--- config.mk ---
export PLATFORM = sky130hd
export DESIGN_NAME = event_queue_dispatcher_core
export DESIGN_NICKNAME = d
export VERILOG_FILES = /design/src/rtl/core/evq_pkg.sv /design/src/rtl/core/evq_queue.sv /design/src/rtl/core/event_queue_dispatcher_core.sv
export SDC_FILE = /design/constraint.sdc
export NUM_CORES = 2
export LEC_CHECK = 0
export ABC_AREA = 1
export ABC_CLOCK_PERIOD_IN_PS = 8500
export CELL_PAD_IN_SITES_DETAIL_PLACEMENT = 1
export CELL_PAD_IN_SITES_GLOBAL_PLACEMENT = 2
export CORE_ASPECT_RATIO = 0.7
export CORE_MARGIN = 2
export CORE_UTILIZATION = 40
export CTS_CLUSTER_SIZE = 30
export DETAILED_ROUTE_END_ITERATION = 8
export DONT_BUFFER_PORTS = 1
export PLACE_DENSITY = 0.72
export SLEW_MARGIN = 10
export SYNTH_ARGS = -nofsm -noshare
export SYNTH_HDL_FRONTEND = slang
export SYNTH_SLANG_ARGS = --single-unit
--- constraint.sdc ---
create_clock -name clk_i -period 8.5 [get_ports clk_i]
set_input_delay 0.425 -clock clk_i [delete_from_list [all_inputs] [get_ports clk_i]]
set_output_delay 0.425 -clock clk_i [all_outputs]
set_load 0.02 [all_outputs]
--- src/rtl/core/evq_pkg.sv ---
// Shared types, codes and a byte-mask helper function for the event queue dispatcher.
package evq_pkg;

  localparam int unsigned EV_W     = 8;
  localparam int unsigned HD_W     = 8;
  localparam int unsigned PL_W     = 64;
  localparam int unsigned SZ_W     = 4;
  localparam int unsigned ST_W     = 3;
  localparam int unsigned OP_W     = 3;
  localparam int unsigned PL_BYTES = 8;
  localparam int unsigned Q_DW     = EV_W + SZ_W + PL_W;

  typedef enum logic [OP_W-1:0] {
    OP_NEW_ID   = 3'd0,
    OP_SUB      = 3'd1,
    OP_UNSUB    = 3'd2,
    OP_RAISE    = 3'd3,
    OP_DISPATCH = 3'd4,
    OP_CLEAR    = 3'd5
  } evq_op_e;

  typedef enum logic [ST_W-1:0] {
    STS_OK          = 3'd0,
    STS_TABLE_FULL  = 3'd1,
    STS_NOT_FOUND   = 3'd2,
    STS_QUEUE_FULL  = 3'd3,
    STS_TOO_LARGE   = 3'd4,
    STS_EMPTY       = 3'd5,
    STS_IDS_EXHAUST = 3'd6
  } evq_status_e;

  typedef struct packed {
    logic push;
    logic pop;
    logic clr;
    logic sel;
  } evq_qctl_t;

  typedef struct packed {
    logic full;
    logic empty;
  } evq_qstat_t;

  function automatic logic [PL_W-1:0] evq_byte_mask(input logic [SZ_W-1:0] n);
    logic [PL_W-1:0] m;
    m = '0;
    for (int b = 0; b < PL_BYTES; b++) begin
      if (b < int'(n)) begin
        m[b*8 +: 8] = 8'hFF;
      end
    end
    return m;
  endfunction

endpackage

--- src/rtl/core/evq_queue.sv ---
// Ring queues of pending events for both loops, held in one synchronous memory.
module evq_queue import evq_pkg::*; #(
  parameter int unsigned QUEUE_SLOTS = 16
) (
  input  logic             clk_i,
  input  logic             rst_ni,
  input  evq_qctl_t        ctrl_i,
  input  logic [EV_W-1:0]  ev_i,
  input  logic [SZ_W-1:0]  sz_i,
  input  logic [PL_W-1:0]  pl_i,
  output evq_qstat_t       stat_o,
  output logic [EV_W-1:0]  ev_o,
  output logic [SZ_W-1:0]  sz_o,
  output logic [PL_W-1:0]  pl_o
);

  localparam int unsigned QW = $clog2(QUEUE_SLOTS);

  logic [QW-1:0]   head_q [2];
  logic [QW-1:0]   tail_q [2];
  logic [Q_DW-1:0] mem [2][QUEUE_SLOTS];
  logic [Q_DW-1:0] rd_q;
  logic [QW-1:0]   head_nxt;
  logic [QW-1:0]   tail_nxt;

  assign head_nxt = (head_q[ctrl_i.sel] == QW'(QUEUE_SLOTS - 1)) ? '0
                  : head_q[ctrl_i.sel] + 1'b1;
  assign tail_nxt = (tail_q[ctrl_i.sel] == QW'(QUEUE_SLOTS - 1)) ? '0
                  : tail_q[ctrl_i.sel] + 1'b1;

  assign stat_o.full  = (tail_nxt == head_q[ctrl_i.sel]);
  assign stat_o.empty = (tail_q[ctrl_i.sel] == head_q[ctrl_i.sel]);

  always_ff @(posedge clk_i or negedge rst_ni) begin
    if (!rst_ni) begin
      head_q <= '{default: '0};
      tail_q <= '{default: '0};
    end else begin
      if (ctrl_i.clr) begin
        head_q[ctrl_i.sel] <= '0;
        tail_q[ctrl_i.sel] <= '0;
      end else begin
        if (ctrl_i.push) begin
          tail_q[ctrl_i.sel] <= tail_nxt;
        end
        if (ctrl_i.pop) begin
          head_q[ctrl_i.sel] <= head_nxt;
        end
      end
    end
  end

  always_ff @(posedge clk_i) begin
    if (ctrl_i.push) begin
      mem[ctrl_i.sel][tail_q[ctrl_i.sel]] <= {pl_i, sz_i, ev_i};
    end
    if (ctrl_i.pop) begin
      rd_q <= mem[ctrl_i.sel][head_q[ctrl_i.sel]];
    end
  end

  assign ev_o = rd_q[EV_W-1:0];
  assign sz_o = rd_q[EV_W +: SZ_W];
  assign pl_o = rd_q[EV_W+SZ_W +: PL_W];

`ifndef SYNTHESIS
  a_no_pop_empty: assert property (@(posedge clk_i) disable iff (!rst_ni)
    ctrl_i.pop |-> !stat_o.empty) else $error("pop from an empty queue");
  a_no_push_full: assert property (@(posedge clk_i) disable iff (!rst_ni)
    ctrl_i.push |-> !stat_o.full) else $error("push into a full queue");
`endif

endmodule

--- src/rtl/core/event_queue_dispatcher_core.sv ---
// Top level: two publish/subscribe event loops with table scan and result output.
// New id, raise and clear pass from transfer through the execute and response states to the result.
// Subscribe, unsubscribe and dispatch scan the subscription table one entry a cycle
// through its memory read port, except while a dispatch stall holds the scan.
// One item is worked on at a time; a dispatch stalls its scan while the output waits.
// Reset empties both loops at once; no clearing pass is needed.
module event_queue_dispatcher_core import evq_pkg::*; #(
  parameter int unsigned QUEUE_SLOTS   = 16,
  parameter int unsigned TABLE_ENTRIES = 32,
  parameter int unsigned ID_BITS       = 8
) (
  input  logic        clk_i,
  input  logic        rst_ni,
  input  logic        s_axis_tvalid_i,
  output logic        s_axis_tready_o,
  // evt_code[7:0], handler_id[15:8], payload[79:16], payload_size[83:80]
  input  logic [87:0] s_axis_tdata_i,
  // operation[2:0], loop_select[3]
  input  logic [3:0]  s_axis_tuser_i,
  output logic        m_axis_tvalid_o,
  input  logic        m_axis_tready_i,
  // status[2:0], new_id[10:3], out_evt_code[18:11], out_handler[26:19],
  // out_payload[90:27], out_size[94:91]
  output logic [95:0] m_axis_tdata_o,
  // handler_valid[0]
  output logic [0:0]  m_axis_tuser_o,
  output logic        m_axis_tlast_o
);

  localparam int unsigned TW = (TABLE_ENTRIES > 1) ? $clog2(TABLE_ENTRIES) : 1;

  typedef enum logic [4:0] {
    ST_IDLE   = 5'b00001,
    ST_EXEC   = 5'b00010,
    ST_SCAN   = 5'b00100,
    ST_RESP   = 5'b01000,
    ST_FINISH = 5'b10000
  } evq_state_e;

  evq_state_e state_q, state_d;

  logic [OP_W-1:0] op_q;
  logic            sel_q;
  logic [EV_W-1:0] ev_q;
  logic [HD_W-1:0] hd_q;
  logic [PL_W-1:0] pl_q;
  logic [SZ_W-1:0] sz_q;

  logic [ID_BITS-1:0]       cnt_q [2];
  logic [TABLE_ENTRIES-1:0] used_q [2];
  logic [EV_W+HD_W-1:0]     tbl_mem [2][TABLE_ENTRIES];

  logic          iss_vld_q, iss_vld_d;
  logic [TW-1:0] iss_idx_q, iss_idx_d;
  logic          cmp_vld_q, cmp_vld_d;
  logic [TW-1:0] cmp_idx_q;
  logic [EV_W-1:0] cmp_ev_q;
  logic [HD_W-1:0] cmp_hd_q;
  logic          cmp_used_q;
  logic          free_fnd_q, free_fnd_d;
  logic [TW-1:0] free_idx_q;
  logic          held_vld_q, held_vld_d;
  logic [HD_W-1:0] held_hd_q;

  evq_status_e     res_status_q, res_status_d;
  logic [7:0]      res_newid_q, res_newid_d;

  logic accept, out_free, tbl_re, tbl_we, start_scan;
  logic cnt_inc, cnt_clr, used_set, used_unset;
  logic is_disp, match, stall, scan_end;
  logic [EV_W-1:0] key_ev;

  evq_qctl_t       qctl;
  evq_qstat_t      qstat;
  logic [EV_W-1:0] q_ev;
  logic [SZ_W-1:0] q_sz;
  logic [PL_W-1:0] q_pl;

  logic            emit;
  evq_status_e     e_status;
  logic [7:0]      e_newid;
  logic [EV_W-1:0] e_ev;
  logic [HD_W-1:0] e_hd;
  logic            e_hv;
  logic [PL_W-1:0] e_pl;
  logic [SZ_W-1:0] e_sz;
  logic            e_last;

  logic            out_vld_q;
  evq_status_e     out_status_q;
  logic [7:0]      out_newid_q;
  logic [EV_W-1:0] out_ev_q;
  logic [HD_W-1:0] out_hd_q;
  logic            out_hv_q;
  logic [PL_W-1:0] out_pl_q;
  logic [SZ_W-1:0] out_sz_q;
  logic            out_last_q;

  assign s_axis_tready_o = state_q == ST_IDLE;
  assign accept          = s_axis_tvalid_i && s_axis_tready_o;
  assign out_free        = !out_vld_q || m_axis_tready_i;

  evq_queue #(
    .QUEUE_SLOTS(QUEUE_SLOTS)
  ) u_queue (
    .clk_i  (clk_i),
    .rst_ni (rst_ni),
    .ctrl_i (qctl),
    .ev_i   (ev_q),
    .sz_i   (sz_q),
    .pl_i   (pl_q & evq_byte_mask(sz_q)),
    .stat_o (qstat),
    .ev_o   (q_ev),
    .sz_o   (q_sz),
    .pl_o   (q_pl)
  );

  assign is_disp  = op_q == OP_DISPATCH;
  assign key_ev   = is_disp ? q_ev : ev_q;
  assign match    = cmp_vld_q && cmp_used_q && (cmp_ev_q == key_ev)
                 && (is_disp || (cmp_hd_q == hd_q));
  assign stall    = is_disp && match && held_vld_q && !out_free;
  assign scan_end = !iss_vld_q && !cmp_vld_q;

  always_comb begin
    state_d      = state_q;
    res_status_d = res_status_q;
    res_newid_d  = res_newid_q;
    qctl         = '{push: 1'b0, pop: 1'b0, clr: 1'b0, sel: sel_q};
    cnt_inc      = 1'b0;
    cnt_clr      = 1'b0;
    used_set     = 1'b0;
    used_unset   = 1'b0;
    tbl_we       = 1'b0;
    tbl_re       = 1'b0;
    start_scan   = 1'b0;
    iss_vld_d    = iss_vld_q;
    iss_idx_d    = iss_idx_q;
    cmp_vld_d    = cmp_vld_q;
    free_fnd_d   = free_fnd_q;
    held_vld_d   = held_vld_q;
    emit         = 1'b0;
    e_status     = STS_OK;
    e_newid      = '0;
    e_ev         = '0;
    e_hd         = '0;
    e_hv         = 1'b0;
    e_pl         = '0;
    e_sz         = '0;
    e_last       = 1'b1;

    unique case (state_q)
      ST_IDLE: begin
        if (accept && s_axis_tuser_i[2:0] <= OP_CLEAR) begin
          state_d = ST_EXEC;
        end
      end
      ST_EXEC: begin
        state_d      = ST_RESP;
        res_status_d = STS_OK;
        res_newid_d  = '0;
        unique case (op_q)
          OP_NEW_ID: begin
            if (&cnt_q[sel_q]) begin
              res_status_d = STS_IDS_EXHAUST;
            end else begin
              res_newid_d = 8'(cnt_q[sel_q]);
              cnt_inc     = 1'b1;
            end
          end
          OP_RAISE: begin
            if (qstat.full) begin
              res_status_d = STS_QUEUE_FULL;
            end else if (sz_q > SZ_W'(PL_BYTES)) begin
              res_status_d = STS_TOO_LARGE;
            end else begin
              qctl.push = 1'b1;
            end
          end
          OP_CLEAR: begin
            qctl.clr = 1'b1;
            cnt_clr  = 1'b1;
          end
          OP_DISPATCH: begin
            if (qstat.empty) begin
              res_status_d = STS_EMPTY;
            end else begin
              qctl.pop   = 1'b1;
              start_scan = 1'b1;
              state_d    = ST_SCAN;
            end
          end
          default: begin
            start_scan = 1'b1;
            state_d    = ST_SCAN;
          end
        endcase
        if (start_scan) begin
          iss_vld_d  = 1'b1;
          iss_idx_d  = '0;
          cmp_vld_d  = 1'b0;
          free_fnd_d = 1'b0;
          held_vld_d = 1'b0;
        end
      end
      ST_SCAN: begin
        if (!stall) begin
          tbl_re    = iss_vld_q;
          cmp_vld_d = iss_vld_q;
          if (iss_vld_q) begin
            if (iss_idx_q == TW'(TABLE_ENTRIES - 1)) begin
              iss_vld_d = 1'b0;
            end else begin
              iss_idx_d = iss_idx_q + 1'b1;
            end
          end
        end
        priority if (scan_end) begin
          res_status_d = STS_OK;
          res_newid_d  = '0;
          if (op_q == OP_SUB) begin
            state_d = ST_RESP;
            if (free_fnd_q) begin
              tbl_we   = 1'b1;
              used_set = 1'b1;
            end else begin
              res_status_d = STS_TABLE_FULL;
            end
          end else if (op_q == OP_UNSUB) begin
            state_d      = ST_RESP;
            res_status_d = STS_NOT_FOUND;
          end else begin
            state_d = ST_FINISH;
          end
        end else if (match && !is_disp) begin
          res_status_d = STS_OK;
          res_newid_d  = '0;
          state_d      = ST_RESP;
          used_unset   = op_q == OP_UNSUB;
        end else if (match && !stall) begin
          held_vld_d = 1'b1;
          if (held_vld_q) begin
            emit   = 1'b1;
            e_ev   = q_ev;
            e_hd   = held_hd_q;
            e_hv   = 1'b1;
            e_pl   = q_pl;
            e_sz   = q_sz;
            e_last = 1'b0;
          end
        end else begin
          if (cmp_vld_q && !cmp_used_q && !free_fnd_q) begin
            free_fnd_d = 1'b1;
          end
        end
      end
      ST_RESP: begin
        if (out_free) begin
          emit     = 1'b1;
          e_status = res_status_q;
          e_newid  = res_newid_q;
          state_d  = ST_IDLE;
        end
      end
      ST_FINISH: begin
        if (out_free) begin
          emit       = 1'b1;
          e_ev       = q_ev;
          e_hd       = held_vld_q ? held_hd_q : '0;
          e_hv       = held_vld_q;
          e_pl       = q_pl;
          e_sz       = q_sz;
          held_vld_d = 1'b0;
          state_d    = ST_IDLE;
        end
      end
      default: begin
        state_d = ST_IDLE;
      end
    endcase
  end

  always_ff @(posedge clk_i or negedge rst_ni) begin
    if (!rst_ni) begin
      state_q    <= ST_IDLE;
      cnt_q      <= '{default: '0};
      used_q     <= '{default: '0};
      iss_vld_q  <= 1'b0;
      iss_idx_q  <= '0;
      cmp_vld_q  <= 1'b0;
      free_fnd_q <= 1'b0;
      held_vld_q <= 1'b0;
      out_vld_q  <= 1'b0;
    end else begin
      state_q    <= state_d;
      iss_vld_q  <= iss_vld_d;
      iss_idx_q  <= iss_idx_d;
      cmp_vld_q  <= cmp_vld_d;
      free_fnd_q <= free_fnd_d;
      held_vld_q <= held_vld_d;
      out_vld_q  <= emit || (out_vld_q && !m_axis_tready_i);
      if (cnt_clr) begin
        cnt_q[sel_q]  <= '0;
        used_q[sel_q] <= '0;
      end else if (cnt_inc) begin
        cnt_q[sel_q] <= cnt_q[sel_q] + 1'b1;
      end
      if (used_set) begin
        used_q[sel_q][free_idx_q] <= 1'b1;
      end
      if (used_unset) begin
        used_q[sel_q][cmp_idx_q] <= 1'b0;
      end
    end
  end

  always_ff @(posedge clk_i) begin
    if (accept) begin
      op_q  <= s_axis_tuser_i[2:0];
      sel_q <= s_axis_tuser_i[3];
      ev_q  <= s_axis_tdata_i[7:0];
      hd_q  <= s_axis_tdata_i[15:8];
      pl_q  <= s_axis_tdata_i[79:16];
      sz_q  <= s_axis_tdata_i[83:80];
    end
    res_status_q <= res_status_d;
    res_newid_q  <= res_newid_d;
    if (tbl_we) begin
      tbl_mem[sel_q][free_idx_q] <= {hd_q, ev_q};
    end
    if (tbl_re) begin
      {cmp_hd_q, cmp_ev_q} <= tbl_mem[sel_q][iss_idx_q];
      cmp_used_q           <= used_q[sel_q][iss_idx_q];
      cmp_idx_q            <= iss_idx_q;
    end
    if (state_q == ST_SCAN && cmp_vld_q && !cmp_used_q && !free_fnd_q) begin
      free_idx_q <= cmp_idx_q;
    end
    if (state_q == ST_SCAN && match && is_disp && !stall) begin
      held_hd_q <= cmp_hd_q;
    end
    if (emit) begin
      out_status_q <= e_status;
      out_newid_q  <= e_newid;
      out_ev_q     <= e_ev;
      out_hd_q     <= e_hd;
      out_hv_q     <= e_hv;
      out_pl_q     <= e_pl;
      out_sz_q     <= e_sz;
      out_last_q   <= e_last;
    end
  end

  assign m_axis_tvalid_o = out_vld_q;
  assign m_axis_tdata_o  = {1'b0, out_sz_q, out_pl_q, out_hd_q, out_ev_q, out_newid_q,
                            out_status_q};
  assign m_axis_tuser_o  = out_hv_q;
  assign m_axis_tlast_o  = out_last_q;

`ifndef SYNTHESIS
  a_emit_room: assert property (@(posedge clk_i) disable iff (!rst_ni)
    emit |-> out_free) else $error("result overwrites a pending output");
  a_held_disp: assert property (@(posedge clk_i) disable iff (!rst_ni)
    held_vld_q |-> is_disp) else $error("held match outside a dispatch");
  a_clear_empties: assert property (@(posedge clk_i) disable iff (!rst_ni)
    cnt_clr |=> (used_q[sel_q] == '0) && (cnt_q[sel_q] == '0))
    else $error("clear left state behind");
  a_scan_last: assert property (@(posedge clk_i) disable iff (!rst_ni)
    (emit && !e_last) |-> (state_q == ST_SCAN)) else $error("stray non-final result");
`endif

endmodule

==> summary.md <==
| Metric | Value |
|---|---|
| Run status | finished clean |
| Vias in the first global route | between 100k and 150k |
| Initial DRC Count | about 13k |
| Die Ht | between 500 and 600 um |
| Warnings from Yosys | 0 |
| Max stage delay on crit path | between 800 and 900 ps |
| Vias | between 100k and 150k |
| Commonest non-fill, non-tap cell in the layout | edfxtp_1 |
| Crit path max fanout | about 220 |
| Synth Flop Type | edfxtp_1 |
| Mapped Avg Cell Area | ~14 um2 |
| Post-CTS Resized | 0 |
| Area growth, synth to finish | 12.8% |
| Tot GR Track Use | between 20 and 30% |
| Achievable Freq | 0.177 GHz |
| Grt ovf | 0 |
| Sequential-to-total area share from yosys stat | between 70% and 80% |
| Measured slew at the worst slew-check pin | approximately 1300 ps |
| P_leak | approximately 55 nW |
| Htree depth | 5 |
| Layout cells sized above 1 | 8.21% |
| Die X | about 740 um |
| FF+latch count, synth | 3875 |
| Max-cap violations | 0 |
| Number of buffers added on ports | 0 |
| CTS Buf Count | between 300 and 400 |
| Min-Delay Path Class | in -> async |
| Worst slew margin | around an eighth |
| CTS tree | built |
| Clock sinks | between 3k and 4k |
| Async SR Flop Fraction | around 2.9% |
| Initial Utilization | about two fifths |
| Residual DRC | 0 |
| Worst skew pair latency | ~980 ps |
| Min cycle time layout | 5660 ps |
| Synth unique cells | 53 |
| Most frequent cells in the layout | edfxtp_1 (3763), nor2_1 (1897), o21ai_0 (1765), nand2_1 (835), o221ai_1 (617) |
| Synthesized area | between 150000 and 200000 um2 |
| Placed cell areas | approximately 160000 um2 |
| CTS root buf | clkbuf_16 |
| Slowest stage cell, crit path | buf_4 |
| Antenna Nets Post-Route | 0 |
| RSZ-0062 raised after global routing | false |
| Nets | 11.3k |
| Critical Path End Type | register |
| Skew final | 67.8 ps |
| Top Ports | between 150 and 200 |
| Die ar. | about 380000 um2 |
| Startpoint types | register |
| Final Hold Fails | 0 |
| Synth Instances | 11.2k |
| Clock transition at path regs | around 60 ps |
| Hpwl dp | between 200 and 300 mm |
| Tcrit/Tclk final | around two thirds |
| Total wire length | between 500 and 600 mm |
| GP Congestion | 0.791 |
| Pin count of the biggest net entering global routing | 217 |
| Fin cells | 16.6k |
| CP arrival | 6320 ps |
| Worst-path cell chain | buf_4 > inv_6 > nand2_1 > nand2_4 > buf_4 > buf_12 > o21ai_0 > o221ai_1 > a31oi_1 > a21oi_1 |
| CP dominant cell by count | buf_4 |
| Design area | about 170000 um2 |
| Critical Path RT | 9170 ps |
| EDFF count, synth | between 3k and 4k |
| Row Count | 189 |
| Core area | 378000 um2 |
| PwrDens | approximately 300 nW/um2 |
| CTS Buffer Depth | 4 |
| Critical path start-end classification | reg -> reg |
| Worst r2r src | sel_q |
| Routed WL per cell | slightly above 30 um |
| 1st-pass router iterations | 6 |
| Vias per cell | 6.03 |
| First-pass GRT wire length | between 700 and 800 mm |
| Fin Setup TNS | 0 ps |
| Family with the most delay on the worst path | buffers and inverters |
| Syn nets | 11.3k |
| WP buf/inv | 4 |
| VDD IR max | 0.305 mV |
| Endpoints failing setup | 0 |
| Max-slew violation count | 0 |
| Dpl cells | between 15k and 20k |
| Initial antenna violation count | 23 |
| CP startpoint | sel_q |
power breakdown:
group / internal [mW] / switching (mW) / total [mW]
Combinational: 2.72 / 9.22 / 11.9
Clock: 9.02 / 7.43 / 16.5
Sequential: 22.6 / 0.308 / 22.9
worst register-to-register path, stage by stage (launching register included):
cell      delay (ps)
edfxtp_1         370
buf_4            410
inv_6            740
nand2_1          260
nand2_4          560
buf_4            840
buf_12           590
o21ai_0          580
o221ai_1         300
a31oi_1          150
a21oi_1          560
cells by family (layout without fill, tap and decap cells):
kind of cell | after synthesis | in the layout | share of synthesized area, %
flops | 3875 | 3875 | 76.2
fa+ha+maj | 8 | 8 | 0.0659
buf+inv | 1023 | 1322 | 2.72
other cells | 1 | 10 | 0.00247
xor+xnor | 23 | 23 | 0.133
compound gates | 2976 | 2976 | 12.0
simple gates | 3336 | 3336 | 8.89
flip-flops by register name, summed over array words and instances (netlist names), 5 cells and up, named ones only:
| name | cells |
|---|---|
| cmp_ev_q | 8 |
| cmp_hd_q | 8 |
| cmp_idx_q | 5 |
| cnt_q | 16 |
| ev_q | 8 |
| free_idx_q | 5 |
| hd_q | 8 |
| held_hd_q | 8 |
| iss_idx_q | 5 |
| out_ev_q | 8 |
| out_hd_q | 8 |
| out_newid_q | 8 |
| out_pl_q | 64 |
| pl_q | 64 |
| res_newid_q | 8 |
| state_q | 5 |
| tbl_mem | 1024 |
| u_queue.head_q | 8 |
| u_queue.mem | 2432 |
| u_queue.rd_q | 76 |
| u_queue.tail_q | 8 |
| used_q | 64 |
layout make-up:
| cell class | instances | area (um2) |
|---|---|---|
| Tap cell | 5061 | 6330 |
| Sequential cell | 3875 | 116000 |
| Fill cell | 37900 | 207000 |
| Timing Repair Buffer | 424 | 4160 |
| Multi-Input combinational cell | 6344 | 32500 |
| Inverter | 209 | 832 |
| Clock buffer | 463 | 9890 |
| Clock inverter | 226 | 1870 |
| Antenna cell | 9 | 22.5 |
synthesized netlist by cell type, types with 6 or more instances:
cell type	n	area share (%)
a32oi_1	10	0.058
a22oi_1	23	0.11
o31ai_1	6	0.030
o21ai_0	1766	5.8
clkbuf_1	588	1.5
o21a_1	72	0.36
nand3_1	378	1.2
edfxtp_1	3763	74
xor2_1	12	0.069
nand4_1	78	0.32
a31oi_1	125	0.51
dfrtp_1	110	1.8
nor2_4	22	0.16
xnor2_1	11	0.063
buf_2	146	0.48
o211ai_1	36	0.18
nor2_2	11	0.045
o22ai_1	192	0.79
ha_1	8	0.066
buf_4	14	0.069
a221oi_1	23	0.13
inv_1	200	0.49
nand3b_1	6	0.030
a32o_1	10	0.066
nand2_1	838	2.1
a21oi_1	81	0.27
nor3_1	21	0.069
nor2_1	1968	4.9
buf_1	60	0.15
inv_2	7	0.017
o221ai_1	617	3.6
worst paths after layout:
path                                    endpoint  slack, ps  cells past startpoint
worst max-delay path            u_queue.rd_q[30]       2840                     10
worst min register to register          cnt_q[0]        490                      1
min in group clk_i                      pl_q[55]         60                      1
worst max register to register  u_queue.rd_q[30]       2840                     10
worst min-delay path             m_axis_tvalid_o         40                      2
max in group asynchronous             used_q[63]       7870                      2
stage by stage:
step	util [%]	hold WS [ps]	setup WS, ps	power, mW
final	45.3	35.9	2840	51.3
after detailed placement	41.8	136	2880	35.0
after CTS	45.3	0.354	2880	51.4
after global routing	45.3	27.2	2500	53.3
after global placement	41.8	136	3080	34.4
after floorplan	-	129	2610	30.5
repair_timing:
action                    in CTS  in global routing
hold buffers                 147                  0
hold endpoints to repair     210                  0
buffers inserted               0                  0
routing by layer:
layer  vias to the layer above  global-route usage, %  part of all wire [%]
met5                         -                      0                0.0068
met4                         6                   5.84                   2.2
met3                       680                   4.49                   8.7
met2                      4166                   39.0                    44
met1                     53100                   39.2                    45
li1                      42300                      -                     -
Note: power is estimated with default switching activity, not from simulation.
